==> src/rtl/core/mro_pkg.sv <==
// ----------------------------------------------------------------------------
// mro_pkg
// Shared types and constants for the Mandelbrot reference orbit unit.
// ----------------------------------------------------------------------------
package mro_pkg;

    localparam int DEF_ORBIT_DEPTH = 4096;
    localparam int DEF_FRAC_BITS   = 28;

    localparam int WORD_W   = 32;
    localparam int PROD_W   = 64;
    localparam int LIMIT_W  = 13;
    localparam int INDEX_W  = 12;
    localparam int ESC_W    = 13;

    localparam int S_DATA_W = 80;   // c_re, c_im, read_index, padded to bytes
    localparam int M_DATA_W = 80;   // escape_count, z_re, z_im, padded
    localparam int M_USER_W = 2;    // entry_valid, orbit_ready

    localparam logic [LIMIT_W-1:0] LIMIT_RESET = 13'd1024;

    localparam logic ACT_COMPUTE = 1'b0;
    localparam logic ACT_READ    = 1'b1;

    // Controller to datapath strobes
    typedef struct packed {
        logic load_c;   // latch c, clear z
        logic mul_en;   // register the three products
        logic upd_en;   // take z = z^2 + c
    } dp_ctrl_t;

    typedef struct packed {
        logic escaped;  // |z|^2 >= 4, valid in the update cycle
    } dp_stat_t;

endpackage

==> src/rtl/core/mro_ctrl.sv <==
// ----------------------------------------------------------------------------
// mro_ctrl
// Sequencer: handshakes, iteration counter, orbit writes, read lookup and
// the output word register.
// ----------------------------------------------------------------------------
module mro_ctrl
    import mro_pkg::*;
#(
    parameter int ORBIT_DEPTH = DEF_ORBIT_DEPTH,
    parameter int ADDR_W      = $clog2(ORBIT_DEPTH),
    parameter int CNT_W       = $clog2(ORBIT_DEPTH + 1)
)
(
    input  logic                  clk,
    input  logic                  rst_n,
    // input stream
    input  logic                  in_valid,
    output logic                  in_ready,
    input  logic                  in_action,
    input  logic [INDEX_W-1:0]    in_index,
    // configuration
    input  logic                  cfg_valid,
    output logic                  cfg_ready,
    input  logic [LIMIT_W-1:0]    cfg_data,
    // datapath
    output dp_ctrl_t              dp_ctrl,
    input  dp_stat_t              dp_stat,
    // orbit memory
    output logic                  mem_wr_en,
    output logic [ADDR_W-1:0]     mem_wr_addr,
    output logic                  mem_rd_en,
    output logic [ADDR_W-1:0]     mem_rd_addr,
    input  logic [2*WORD_W-1:0]   mem_rd_data,
    // output word
    output logic                  out_valid,
    input  logic                  out_ready,
    output logic [ESC_W-1:0]      out_escape,
    output logic [2*WORD_W-1:0]   out_z,
    output logic                  out_entry_valid,
    output logic                  out_orbit_ready
);

    typedef enum logic [4:0] {
        ST_IDLE = 5'b00001,
        ST_MUL  = 5'b00010,
        ST_UPD  = 5'b00100,
        ST_FIN  = 5'b01000,
        ST_READ = 5'b10000
    } state_t;

    state_t state_reg, state_next;

    logic [LIMIT_W-1:0] limit_reg;
    logic [CNT_W-1:0]   lim_eff_reg, lim_eff_next;
    logic [CNT_W-1:0]   n_reg, n_next;
    logic [CNT_W-1:0]   wcount_reg, wcount_next;
    logic [ESC_W-1:0]   esc_store_reg, esc_store_next;
    logic               rdy_flag_reg, rdy_flag_next;
    logic               hit_reg, hit_next;

    logic               ov_reg, ov_next;
    logic [ESC_W-1:0]   oesc_reg, oesc_next;
    logic [2*WORD_W-1:0] oz_reg, oz_next;
    logic               oent_reg, oent_next;
    logic               ordy_reg, ordy_next;

    logic               accept, slot_free;
    logic [31:0]        idx_ext, n_ext, lim_ext;

    assign in_ready  = (state_reg == ST_IDLE);
    assign cfg_ready = 1'b1;
    assign accept    = in_valid && in_ready;
    assign slot_free = !ov_reg || out_ready;

    assign idx_ext = 32'(in_index);
    assign n_ext   = 32'(n_reg);
    assign lim_ext = 32'(limit_reg);

    assign mem_rd_en   = accept && (in_action == ACT_READ);
    assign mem_rd_addr = idx_ext[ADDR_W-1:0];
    assign mem_wr_addr = n_reg[ADDR_W-1:0];

    always_comb
    begin
        state_next     = state_reg;
        lim_eff_next   = lim_eff_reg;
        n_next         = n_reg;
        wcount_next    = wcount_reg;
        esc_store_next = esc_store_reg;
        rdy_flag_next  = rdy_flag_reg;
        hit_next       = hit_reg;
        ov_next        = ov_reg && !out_ready;
        oesc_next      = oesc_reg;
        oz_next        = oz_reg;
        oent_next      = oent_reg;
        ordy_next      = ordy_reg;
        dp_ctrl        = '0;
        mem_wr_en      = 1'b0;

        case (state_reg)
            ST_IDLE:
            begin
                if (accept)
                begin
                    if (in_action == ACT_COMPUTE)
                    begin
                        dp_ctrl.load_c = 1'b1;
                        n_next         = '0;
                        wcount_next    = '0;
                        lim_eff_next   = (lim_ext > ORBIT_DEPTH) ?
                                         CNT_W'(ORBIT_DEPTH) : CNT_W'(limit_reg);
                        state_next     = ST_MUL;
                    end
                    else
                    begin
                        hit_next   = rdy_flag_reg && (idx_ext < 32'(wcount_reg));
                        state_next = ST_READ;
                    end
                end
            end
            ST_MUL:
            begin
                if (n_reg >= lim_eff_reg)
                begin
                    state_next = ST_FIN;
                end
                else
                begin
                    mem_wr_en      = 1'b1;
                    dp_ctrl.mul_en = 1'b1;
                    wcount_next    = n_reg + CNT_W'(1);
                    state_next     = ST_UPD;
                end
            end
            ST_UPD:
            begin
                if (dp_stat.escaped)
                begin
                    state_next = ST_FIN;
                end
                else
                begin
                    dp_ctrl.upd_en = 1'b1;
                    n_next         = n_reg + CNT_W'(1);
                    state_next     = ST_MUL;
                end
            end
            ST_FIN:
            begin
                if (slot_free)
                begin
                    esc_store_next = n_ext[ESC_W-1:0];
                    rdy_flag_next  = 1'b1;
                    ov_next        = 1'b1;
                    oesc_next      = n_ext[ESC_W-1:0];
                    oz_next        = '0;
                    oent_next      = 1'b0;
                    ordy_next      = 1'b1;
                    state_next     = ST_IDLE;
                end
            end
            ST_READ:
            begin
                if (slot_free)
                begin
                    ov_next    = 1'b1;
                    oesc_next  = esc_store_reg;
                    oz_next    = hit_reg ? mem_rd_data : '0;
                    oent_next  = hit_reg;
                    ordy_next  = rdy_flag_reg;
                    state_next = ST_IDLE;
                end
            end
            default:
            begin
                state_next = ST_IDLE;
            end
        endcase
    end

    always_ff @(posedge clk or negedge rst_n)
    begin
        if (!rst_n)
        begin
            state_reg     <= ST_IDLE;
            limit_reg     <= LIMIT_RESET;
            wcount_reg    <= '0;
            esc_store_reg <= '0;
            rdy_flag_reg  <= 1'b0;
            ov_reg        <= 1'b0;
        end
        else
        begin
            state_reg     <= state_next;
            wcount_reg    <= wcount_next;
            esc_store_reg <= esc_store_next;
            rdy_flag_reg  <= rdy_flag_next;
            ov_reg        <= ov_next;
            if (cfg_valid && cfg_ready)
            begin
                limit_reg <= cfg_data;
            end
        end
    end

    always_ff @(posedge clk)
    begin
        lim_eff_reg <= lim_eff_next;
        n_reg       <= n_next;
        hit_reg     <= hit_next;
        oesc_reg    <= oesc_next;
        oz_reg      <= oz_next;
        oent_reg    <= oent_next;
        ordy_reg    <= ordy_next;
    end

    assign out_valid       = ov_reg;
    assign out_escape      = oesc_reg;
    assign out_z           = oz_reg;
    assign out_entry_valid = oent_reg;
    assign out_orbit_ready = ordy_reg;

endmodule

==> config.mk <==
export PLATFORM = sky130hd
export DESIGN_NAME = mro_ctrl
export DESIGN_NICKNAME = d
export VERILOG_FILES = /design/src/rtl/core/mro_pkg.sv /design/src/rtl/core/mro_ctrl.sv
export SDC_FILE = /design/constraint.sdc
export NUM_CORES = 1
export LEC_CHECK = 0
export ABC_AREA = 1
export ABC_CLOCK_PERIOD_IN_PS = 5500
export BUFFER_PORTS_ARGS = -buffer_cell sky130_fd_sc_hd__buf_2
export CAP_MARGIN = 10
export CORE_MARGIN = 8
export CORE_UTILIZATION = 52
export DETAILED_ROUTE_END_ITERATION = 16
export GPL_TIMING_DRIVEN = 0
export HOLD_SLACK_MARGIN = 0.02
export PLACE_DENSITY = 0.78
export SLEW_MARGIN = 20
export SYNTH_ARGS = -nofsm -noshare
export SYNTH_HDL_FRONTEND = slang
export SYNTH_SLANG_ARGS = --single-unit
==> constraint.sdc <==
create_clock -name clk -period 5.5 [get_ports clk]
set_input_delay 0 -clock clk [delete_from_list [all_inputs] [get_ports clk]]
set_output_delay 0 -clock clk [all_outputs]
set_load 0.005 [all_outputs]
Word level (Yosys, flattened, before mapping)
Cells that the tools add are included.
Cells by class
  add/subtract/negate cells: 1
  multiply operators: 0
  divide/modulo/power cells: 0
  order comparisons: 3
  equality and inequality tests: 12
  shift-type cells: 0
  muxes and demuxes: 34
  bitwise gates (word level): 1
  reduce and logical (&&, ||, !) cells: 18
Operator list (number)
  $mux 64: 3
  $pmux 64 s2: 1
  $mux 13: 6
  $pmux 13 s2: 3
  $pmux 5 s4: 1
  $mux 5: 3
  $add 13x1->13 const B: 1
  $ge 13x13->1: 1
  $gt 13x13->1 const B: 1
  $lt 12x13->1: 1
  $mux 1: 13
  $ne 2x2->1 const B: 5
  $reduce_and 3->1: 3
  $mux 4: 2
  $reduce_and 4->1: 2
  $reduce_bool 2->1: 3
  $eq 5x1->1 const B: 1
  $eq 5x2->1 const B: 1
  $eq 5x3->1 const B: 1
  $eq 5x4->1 const B: 1
  $eq 5x5->1 const B: 1
  $logic_and 1x1->1: 4
  $ne 2x1->1 const B: 2
  $pmux 1 s2: 2
  other kinds (5): 7
Storage, ports and cells
  register bits: 152
  bits in latches: 0
  memory bits (writable): 0
  ROM bits: 0
  bits of input ports: 96
  word-level logic and storage cells: 82
  memories kept: 0

Logic depth before layout (Yosys ltp)
Gate-level depths: netlist of run 1.
  word-level depth: 4
  mapped depth: 13

Least setup slack after synthesis of run 1
No wires, ideal clock.
  kind: register to register
  start point: register state_reg[0]
  end point: register oent_reg (netlist: out_entry_valid), enable pin
  arrival time: 4.144 ns
  required time: 4.981 ns
  path slack: 0.838 ns
  stages on the path, launching flop included: 6
  cells stage by stage: dfstp_2 nor2_2 nand3_2 nand2_1 inv_1 nor2_1
On the way
  word-level cells in the longest chain between the ends: 3
Ends and longest elaborated chain
  from (decl): RTL line mro_ctrl.sv:51  | state_t state_reg, state_next;
  from (signal assigned): RTL line mro_ctrl.sv:194  | state_reg <= state_next;
  $eq 5x4->1 / $eq 5x5->1 (equally long branches): RTL line mro_ctrl.sv:100  | case (state_reg)
  $ne 2x2->1 (no line) / $reduce_bool 2->1 (equally long branches)
  $reduce_and 3->1 (no line) *
  to (signal assigned): RTL line mro_ctrl.sv:213  | oent_reg <= oent_next;
  to (decl): RTL line mro_ctrl.sv:64  | logic oent_reg, oent_next;
Mark *: on every way between the ends. The rest lies on a longest branch, timed or not.
A chain may end at the register's enable or synchronous reset.

==> results of run 1 <==
-- metrics by stage --
step | power (mW) | setup slack [ns] | hold WS [ns]
after floorplan | 2.44 | 0.838 | -0.296
after CTS | 4.23 | 2.93 | 0.0845
final | 4.22 | 2.94 | 0.0955
after global placement | 2.83 | -0.500 | 0.205
after global routing | 4.46 | 2.75 | 0.165
after detailed placement | 2.89 | 3.30 | 0.213
-- synth_stat cells (all sizes together) --
library cell | instances | area, µm²
nand3 | 12 | 65.1
dfrtp | 44 | 1100
conb | 1 | 3.75
and2 | 1 | 6.26
ha | 25 | 313
clkinv | 1 | 8.76
a31oi | 1 | 6.26
o211ai | 2 | 15.0
o21a | 1 | 7.51
o221ai | 1 | 8.76
nand2 | 130 | 556
edfxtp | 106 | 3180
nor3 | 7 | 46.3
dfstp | 2 | 52.6
nor4 | 3 | 18.8
a21oi | 11 | 55.1
clkbuf | 9 | 33.8
inv | 149 | 559
xor2 | 7 | 61.3
nand4 | 9 | 68.8
nor2 | 119 | 467
o22ai | 1 | 6.26
buf | 35 | 290
o21ai | 43 | 219
-- kinds of logic (layout without fill, tap and decap cells) --
| logic type | Yosys count | in the layout | share of synthesized area, % |
|---|---|---|---|
| other | 1 | 2 | 0.0524 |
| adder cells (fa/ha/maj) | 25 | 25 | 4.37 |
| buffers and inverters | 194 | 524 | 12.5 |
| AO/OA/AOI/OAI | 60 | 60 | 4.44 |
| flip-flops | 152 | 152 | 60.6 |
| XOR/XNOR | 7 | 7 | 0.857 |
| AND/OR/NAND/NOR | 281 | 281 | 17.2 |
-- per-layer routing --
layer	global-route usage, %	up-vias
li1	-	2869
met1	25.0	2773
met2	40.6	272
met3	6.70	28
met4	6.92	0
met5	0	-
-- final cells by class --
class / count / area [µm²] / share of cell area, %
Sequential cell: 152 / 4340 / 43.1
Clock inverter: 14 / 221 / 2.20
Antenna cell: 1 / 2.50 / 0.0249
Multi-Input combinational cell: 374 / 1940 / 19.3
Timing Repair Buffer: 298 / 2010 / 20.0
Tap cell: 180 / 225 / 2.24
Clock buffer: 18 / 429 / 4.27
Inverter: 150 / 568 / 5.65
Buffer: 44 / 324 / 3.22
-- worst paths after layout --
kind / from / depth (start not counted) / endpoint
min in group clk: cfg_valid / 4 / limit_reg[10]
max: n_reg[8] / 11 / dp_ctrl[1]
max reg2reg: n_reg[8] / 12 / wcount_reg[8]
max in group asynchronous: rst_n / 2 / esc_store_reg[2]
min: rst_n / 2 / limit_reg[7]
min reg2reg: rdy_flag_reg / 2 / rdy_flag_reg
-- repair_timing --
action,4_1_cts,5_1_grt
hold endpoints to repair,128,0
hold buffers,89,0
gates resized for setup,0,0
-- power by group through the flow --
stage,sequential [mW],combinational (mW),clock (mW)
2_1_floorplan,1.70,0.736,0
3_3_place_gp,1.74,1.09,0
3_5_place_dp,1.73,1.16,0
4_1_cts,1.71,1.22,1.29
5_1_grt,1.74,1.37,1.35
6_report,1.71,1.22,1.28
-- worst register-to-register path: stages, from the launching register on --
cell and delay [ns]:
edfxtp_1 0.53, ha_1 0.39, nand2_1 0.10, inv_1 0.04, a21oi_1 0.15, nand2_1 0.08
nand2_1 0.06, nand3_1 0.15, nand2_1 0.24, nand2_4 0.11, buf_8 0.17, nand2_2 0.07
nand2_2 0.04
==> flow_summary.toml, run 1 <==
[status]
status = "completed"

[route]
wl_met3_um = 1570
dr.pass1.iters = 5
vias = 5942
ant_nets = 0
wl_um = 19800
via_per_inst = 4.83
initialDrtViolationCount = 462
maxUsedRoutingLayer = "met4"
wl_met2_um = 10300
met1_length_um = 7530
wire_per_inst_um = 16.0
drc = 0

[worst_setup_path]
r2r_setup_slack_ns = 3.26
start_kind = "flip-flop"
cp_data_required_time_ns = 5.50
worst-path-buf-inv = 4
path_class = "flip-flop to output port"
slowest_delay_ns = 0.53
cp_top_family = "simple AND/OR/NAND/NOR gates"
critPathCaptureType = "output port"
path_max_fanout = 11
path_common_cell = "nand2_1"
cp_slowest_cell = "edfxtp_1"
crit_arrival_ns = 2.56
path_cells = "ha_1, nand2_1, inv_1, a21oi_1, nand2_1, nand2_1, nand3_1, nor2_1, buf_4, buf_4, buf_2"

[timing]
tightest_slew_ns = 0.589
setup_violations = 0
finClkSkew_ns = 0.00831
setup-tns-final_ns = 0
slew_violations = 0
relSlewSlack_pct = 60.8
period_needed_ns = 2.56
fin_crit_sh_pct = 46.5
hold_viol = 0
rsz0062_at_grt = "no"
max_freq_ghz = 0.391

[power_and_ir_drop]
vdd_drop_max_mv = 0.208
switching_share_pct = 32.1
powerDensity_nw_per_um2 = 419
leakage_nw = 4.90
intPower_mw = 2.86
p_clk_share_pct = 30.4
sequentialPowerShare_pct = 40.7
pwr-share-comb_pct = 28.9
power_switching_mw = 1.36

[clock_network]
clk_pin_slew_worst_paths_ns = 0.06
cts_setup_buffers = 0
clock_latency_ns = 0.42
cts_buffers = 17
cts_tree = "built"
cts_max_level = 4
clockBufferDepth = 2
root_buffer = "clkbuf_16"
cts.sinks = 152

[global_routing]
grt-ovfl-total = 0
grt_pass1_vias = 6052
antenna_found_initial = 1
grt_util_all_layers_pct = 22.5
grt_max_degree = 47
grt_first_pass_wirelength_um = 31700

[finish]
design_area_um2 = 10100
area_delta_synth_final_pct = 40.6
fin_util_pct = 73.6
layout_commonest_cell = "buf_2"
instances_no_fill = 1231
largest_reg_flops = 64
layout.nets = 1158
layout_common_cells = "buf_2 (205), inv_1 (145), nor2_1 (114), nand2_1 (107), edfxtp_1 (106)"
drive_above_1_share_pct = 30.1
nFillCells = 910

[synth]
synthDistinctLibCells = 36
synth_seq_cells = 152
synth.avg_cell_area_um2 = 9.93
syn_area_um2 = 7150
synthCells = 720
syn_nets = 841
synth-seq-area-share_pct = 60.6
ys_warn_count = 0

[floorplanning]
die_y_um = 133
start_util_pct = 52.3
die_area_um2 = 17800
num_io_pins = 207
die_w_um = 133
core.rowCount = 43
core_area_um2 = 13700

[worst_hold_path]
worstHoldPathType = "input port to async pin"

[placement]
placed_area_um2 = 8510
gp_congestion = 0.866
placement.io_buffers = 205
dp.final_hpwl_um = 13200
dp_cells = 1109

[job]
maxCapViolations = 0
(Power assumes the default switching activity.)
==> run 2, diff against run 1 <==
ABC_CLOCK_PERIOD_IN_PS = 2100   (was 5500)
CORE_UTILIZATION = 47   (was 52)
PLACE_DENSITY = 0.74   (was 0.78)
clock period = 2.1 ns   (was 5.5 ns; I/O delays follow)
==> flow_summary.toml, run 2 (synthesized netlist as in run 1, its figures left out) <==
[status]
status = "completed"

[timing]
finClkSkew_ns = 0.00643
hold_viol = 0
slew_violations = 0
tightest_slew_ns = 0.681
worst_slack_ns = 0.0292
relSlewSlack_pct = 54.4
fin_crit_sh_pct = 98.6
max_freq_ghz = 0.483
rsz0062_at_grt = "yes"
period_needed_ns = 2.07
setup_violations = 0

[route]
wire_per_inst_um = 15.5
drc = 0
initialDrtViolationCount = 371
wl_um = 19500
ant_nets = 0
via_per_inst = 4.73
vias = 5945
dr.pass1.iters = 5

[floorplanning]
core.rowCount = 45
die_w_um = 139
start_util_pct = 47.6
die_area_um2 = 19400
core_area_um2 = 15000
num_io_pins = 207
die_y_um = 139

[worst_setup_path]
worstRegToRegCells = 13
path_common_cell = "buf_6"
path_class = "flip-flop to output port"
cp_data_required_time_ns = 2.10
cp_top_family = "flip-flops"
path_max_fanout = 3
cp_slowest_cell = "edfxtp_1"
critPathCaptureType = "output port"
slowest_delay_ns = 0.48
crit_arrival_ns = 2.07
start_kind = "flip-flop"
r2r_setup_slack_ns = 0.08
worst-path-buf-inv = 4
path_depth = 11
path_cells = "ha_4, nand2_1, inv_1, a21oi_2, nand2_1, nand2_2, nand3_4, nor2_4, buf_6, buf_6, buf_6"

[global_routing]
grt-ovfl-total = 0
grt_first_pass_wirelength_um = 30800
grt_pass1_vias = 5973
grt_util_all_layers_pct = 20.1
grt_use_met3_pct = 6.05
grt_use_met2_pct = 35.5
antenna_found_initial = 0
grt-busiest-layer = "met2"
globalRouteMet1Util_pct = 22.4
grt_max_degree = 47

[worst_hold_path]
hold_depth = 4
worstHoldPathType = "input port to flip-flop"

[finish]
layout.nets = 1176
design_area_um2 = 10300
antenna_cells = 0
fin_util_pct = 68.4
instances_no_fill = 1256
layout_common_cells = "buf_2 (205), inv_1 (142), nor2_1 (111), edfxtp_1 (106), nand2_1 (102)"
drive_above_1_share_pct = 33.2
layout_commonest_cell = "buf_2"
area_delta_synth_final_pct = 43.8
largest_reg_flops = 64

[clock_network]
clock_latency_ns = 0.42
cts_max_level = 4
cts_buffers = 17
clk_pin_slew_worst_paths_ns = 0.06
root_buffer = "clkbuf_16"
cts.sinks = 152
clockBufferDepth = 2
cts_tree = "built"

[power_and_ir_drop]
p_clk_share_pct = 27.3
vdd_drop_max_mv = 0.673
sequentialPowerShare_pct = 39.2
leakage_nw = 4.97
total_power_mw = 11.2
switching_share_pct = 33.7
pwr-share-comb_pct = 33.4
intPower_mw = 7.40
power_switching_mw = 3.76
powerDensity_nw_per_um2 = 1090

[placement]
dp.final_hpwl_um = 12900
pre_cts_slack_ns = -0.0581
dp_cells = 1115
placed_area_um2 = 8480
placement.io_buffers = 205
gp_congestion = 0.857

[job]
maxCapViolations = 0
-- run 2: cell count changes in the layout (fill, tap and decap cells not counted), moves of 4 or more --
cell,previous run,this run
nand2_1,107,102
nand2_2,21,25
buf_4,29,42
ha_1,25,18
ha_4,0,7
-- run 2: power by group through the flow --
stage | Combinational (mW) | Clock (mW) | Sequential, mW
finish | 3.73 | 3.05 | 4.38
global route | 4.16 | 3.24 | 4.44
CTS | 3.60 | 3.09 | 4.36
detailed placement | 3.02 | 0 | 4.51
global placement | 2.91 | 0 | 4.51
floorplan | 1.95 | 0 | 4.43
-- run 2: path summary, 6_finish.rpt --
check                                endpoint           from
worst min register to register  wcount_reg[1]  wcount_reg[1]
worst max-delay path               dp_ctrl[1]       n_reg[7]
worst max register to register  wcount_reg[8]       n_reg[7]
worst min-delay path            limit_reg[10]      cfg_valid
max in group asynchronous        state_reg[0]          rst_n
min in group asynchronous        limit_reg[6]          rst_n
-- run 2: layout make-up --
type	instances	area, µm²
multi-input cells	375	2090
flip-flops and latches	152	4340
well taps	188	235
fillers	1068	4750
inverters	150	568
clock buffers	17	425
repair buffers	315	2120
clock inverters	15	169
plain buffers	44	332
-- run 2: stage by stage --
stage,TNS (ns),hold WS (ns)
after floorplan,-20.76,-0.296
after global placement,-59.40,0.205
after detailed placement,-0.749,0.207
after CTS,-0.00741,0.0910
after global routing,-0.429,0.185
final,0,0.108
-- run 2: layer usage --
| layer | wire [µm] | up-vias |
|---|---|---|
| met5 | 0 | - |
| met2 | 9870 | 259 |
| met4 | 473 | 0 |
| met3 | 1560 | 34 |
| li1 | - | 2915 |
| met1 | 7590 | 2737 |
-- run 2: repair_timing --
item	4_1_cts	5_1_grt
hold buffers	89	1
resized for setup	16	10
buffers inserted	15	2
endpoints found under the hold margin	127	6
endpoints found under the setup margin	25	82
pin swaps	7	6
cloned	0	1
-- run 2: worst reg2reg max path, delay by kind of cell, from the launching register on --
kind | cells | cell delay (ns)
compound gates | 1 | 0.11
fa+ha+maj | 1 | 0.26
buf+inv | 3 | 0.38
flops | 1 | 0.48
simple gates | 8 | 0.69
==> run 3, diff against run 2 <==
HOLD_SLACK_MARGIN = 0.12   (was 0.02)
==> flow_summary.toml, run 3 (synthesized netlist as in run 1, its figures left out) <==
[clock_network]
cts.sinks = 152
root_buffer = "clkbuf_16"
clk_pin_slew_worst_paths_ns = 0.06
cts_max_level = 4
cts_buffers = 17
cts_tree = "built"
clock_latency_ns = 0.42
clockBufferDepth = 2

[route]
wire_per_inst_um = 15.7
dr.pass1.iters = 5
wl_um = 19800
via_per_inst = 4.75
drc = 0
ant_nets = 0
initialDrtViolationCount = 325
vias = 6003

[placement]
gp_congestion = 0.857
dp.final_hpwl_um = 12900
placed_area_um2 = 8480
placement.io_buffers = 205
dp_cells = 1115
pre_cts_slack_ns = -0.0581

[power_and_ir_drop]
total_power_mw = 11.2
leakage_nw = 4.99
vdd_drop_max_mv = 0.680
powerDensity_nw_per_um2 = 1080

[worst_hold_path]
hold_depth = 3
worstHoldPathType = "input port to flip-flop"

[worst_setup_path]
start_kind = "flip-flop"
path_cells = "ha_4, nand2_1, inv_1, a21oi_2, nand2_1, nand2_2, nand3_4, nor2_4, buf_6, buf_6, buf_6"
worstRegToRegCells = 13
path_common_cell = "buf_6"
path_max_fanout = 3
cp_data_required_time_ns = 2.10
slowest_delay_ns = 0.48
critPathCaptureType = "output port"
r2r_setup_slack_ns = 0.07
cp_slowest_cell = "edfxtp_1"
crit_arrival_ns = 2.08
path_class = "flip-flop to output port"

[timing]
slew_violations = 0
rsz0062_at_grt = "yes"
finClkSkew_ns = 0.00653
setup-tns-final_ns = 0
hold_viol = 0
tightest_slew_ns = 0.672
relSlewSlack_pct = 55.0
fin_crit_sh_pct = 98.9
worst_slack_ns = 0.0227
max_freq_ghz = 0.481
setup_violations = 0
period_needed_ns = 2.08

[finish]
largest_reg_flops = 64
layout_common_cells = "buf_2 (205), inv_1 (142), nor2_1 (111), edfxtp_1 (106), nand2_1 (102)"
antenna_cells = 0
drive_above_1_share_pct = 33.0
layout.nets = 1183
layout_commonest_cell = "buf_2"
design_area_um2 = 10400
instances_no_fill = 1263
area_delta_synth_final_pct = 44.7

[floorplanning]
die_y_um = 139
die_w_um = 139
num_io_pins = 207
core.rowCount = 45
core_area_um2 = 15000
start_util_pct = 47.6
die_area_um2 = 19400

[global_routing]
grt_util_all_layers_pct = 20.3
grt-ovfl-total = 0
grt_first_pass_wirelength_um = 31000
grt_pass1_vias = 6003
grt_max_degree = 47
antenna_found_initial = 0

[job]
maxCapViolations = 0

[status]
status = "completed"
-- run 3: what timing repair did --
item | in CTS | in global routing
pin swaps | 7 | 6
setup buffers | 15 | 2
cloned | 0 | 1
hold endpoints to repair | 144 | 11
resized for setup | 16 | 10
hold buffers | 96 | 1
endpoints found under the setup margin | 25 | 82
-- run 3: per-layer routing --
metal	vias up	global-route usage [%]	part of all wire, %
li1	2928	-	-
met3	34	6.02	8.2
met2	269	36.2	51
met5	-	0	0
met1	2772	22.4	38
met4	0	7.28	2.3
-- run 3: path summary, 6_finish.rpt --
kind,end,from
max,dp_ctrl[1],n_reg[7]
min,limit_reg[0],cfg_valid
min in group asynchronous,limit_reg[7],rst_n
min reg2reg,wcount_reg[1],wcount_reg[1]
max reg2reg,wcount_reg[8],n_reg[7]
max in group asynchronous,state_reg[0],rst_n
-- run 3: layout make-up --
cell class,instances,area [µm²]
plain buffers,44,332
clock buffers,17,425
clock inverters,15,169
fillers,1049,4680
inverters,150,568
multi-input cells,375,2090
flip-flops and latches,152,4340
well taps,188,235
repair buffers,322,2190
-- run 3: power by group --
group / total [mW] / leakage [nW] / internal [mW] / switching (mW)
Sequential: 4.38 / 1.56 / 4.02 / 0.356
Combinational: 3.75 / 3.15 / 1.61 / 2.14
Clock: 3.04 / 0.283 / 1.78 / 1.26
Total: 11.2 / 4.99 / 7.41 / 3.76
-- run 3: worst max-delay path, delay by kind of cell, from the launching register on --
| kind | cells | cell delay [ns] |
|---|---|---|
| buf+inv | 4 | 0.35 |
| fa+ha+maj | 1 | 0.26 |
| flops | 1 | 0.48 |
| simple gates | 5 | 0.45 |
| compound gates | 1 | 0.11 |
-- run 3: metrics by stage --
stage | hold WS [ns] | utilization, %
finish | 0.179 | 68.9
global route | 0.217 | 68.9
CTS | 0.123 | 68.0
detailed placement | 0.207 | 56.4
global placement | 0.205 | 56.1
floorplan | -0.296 | -
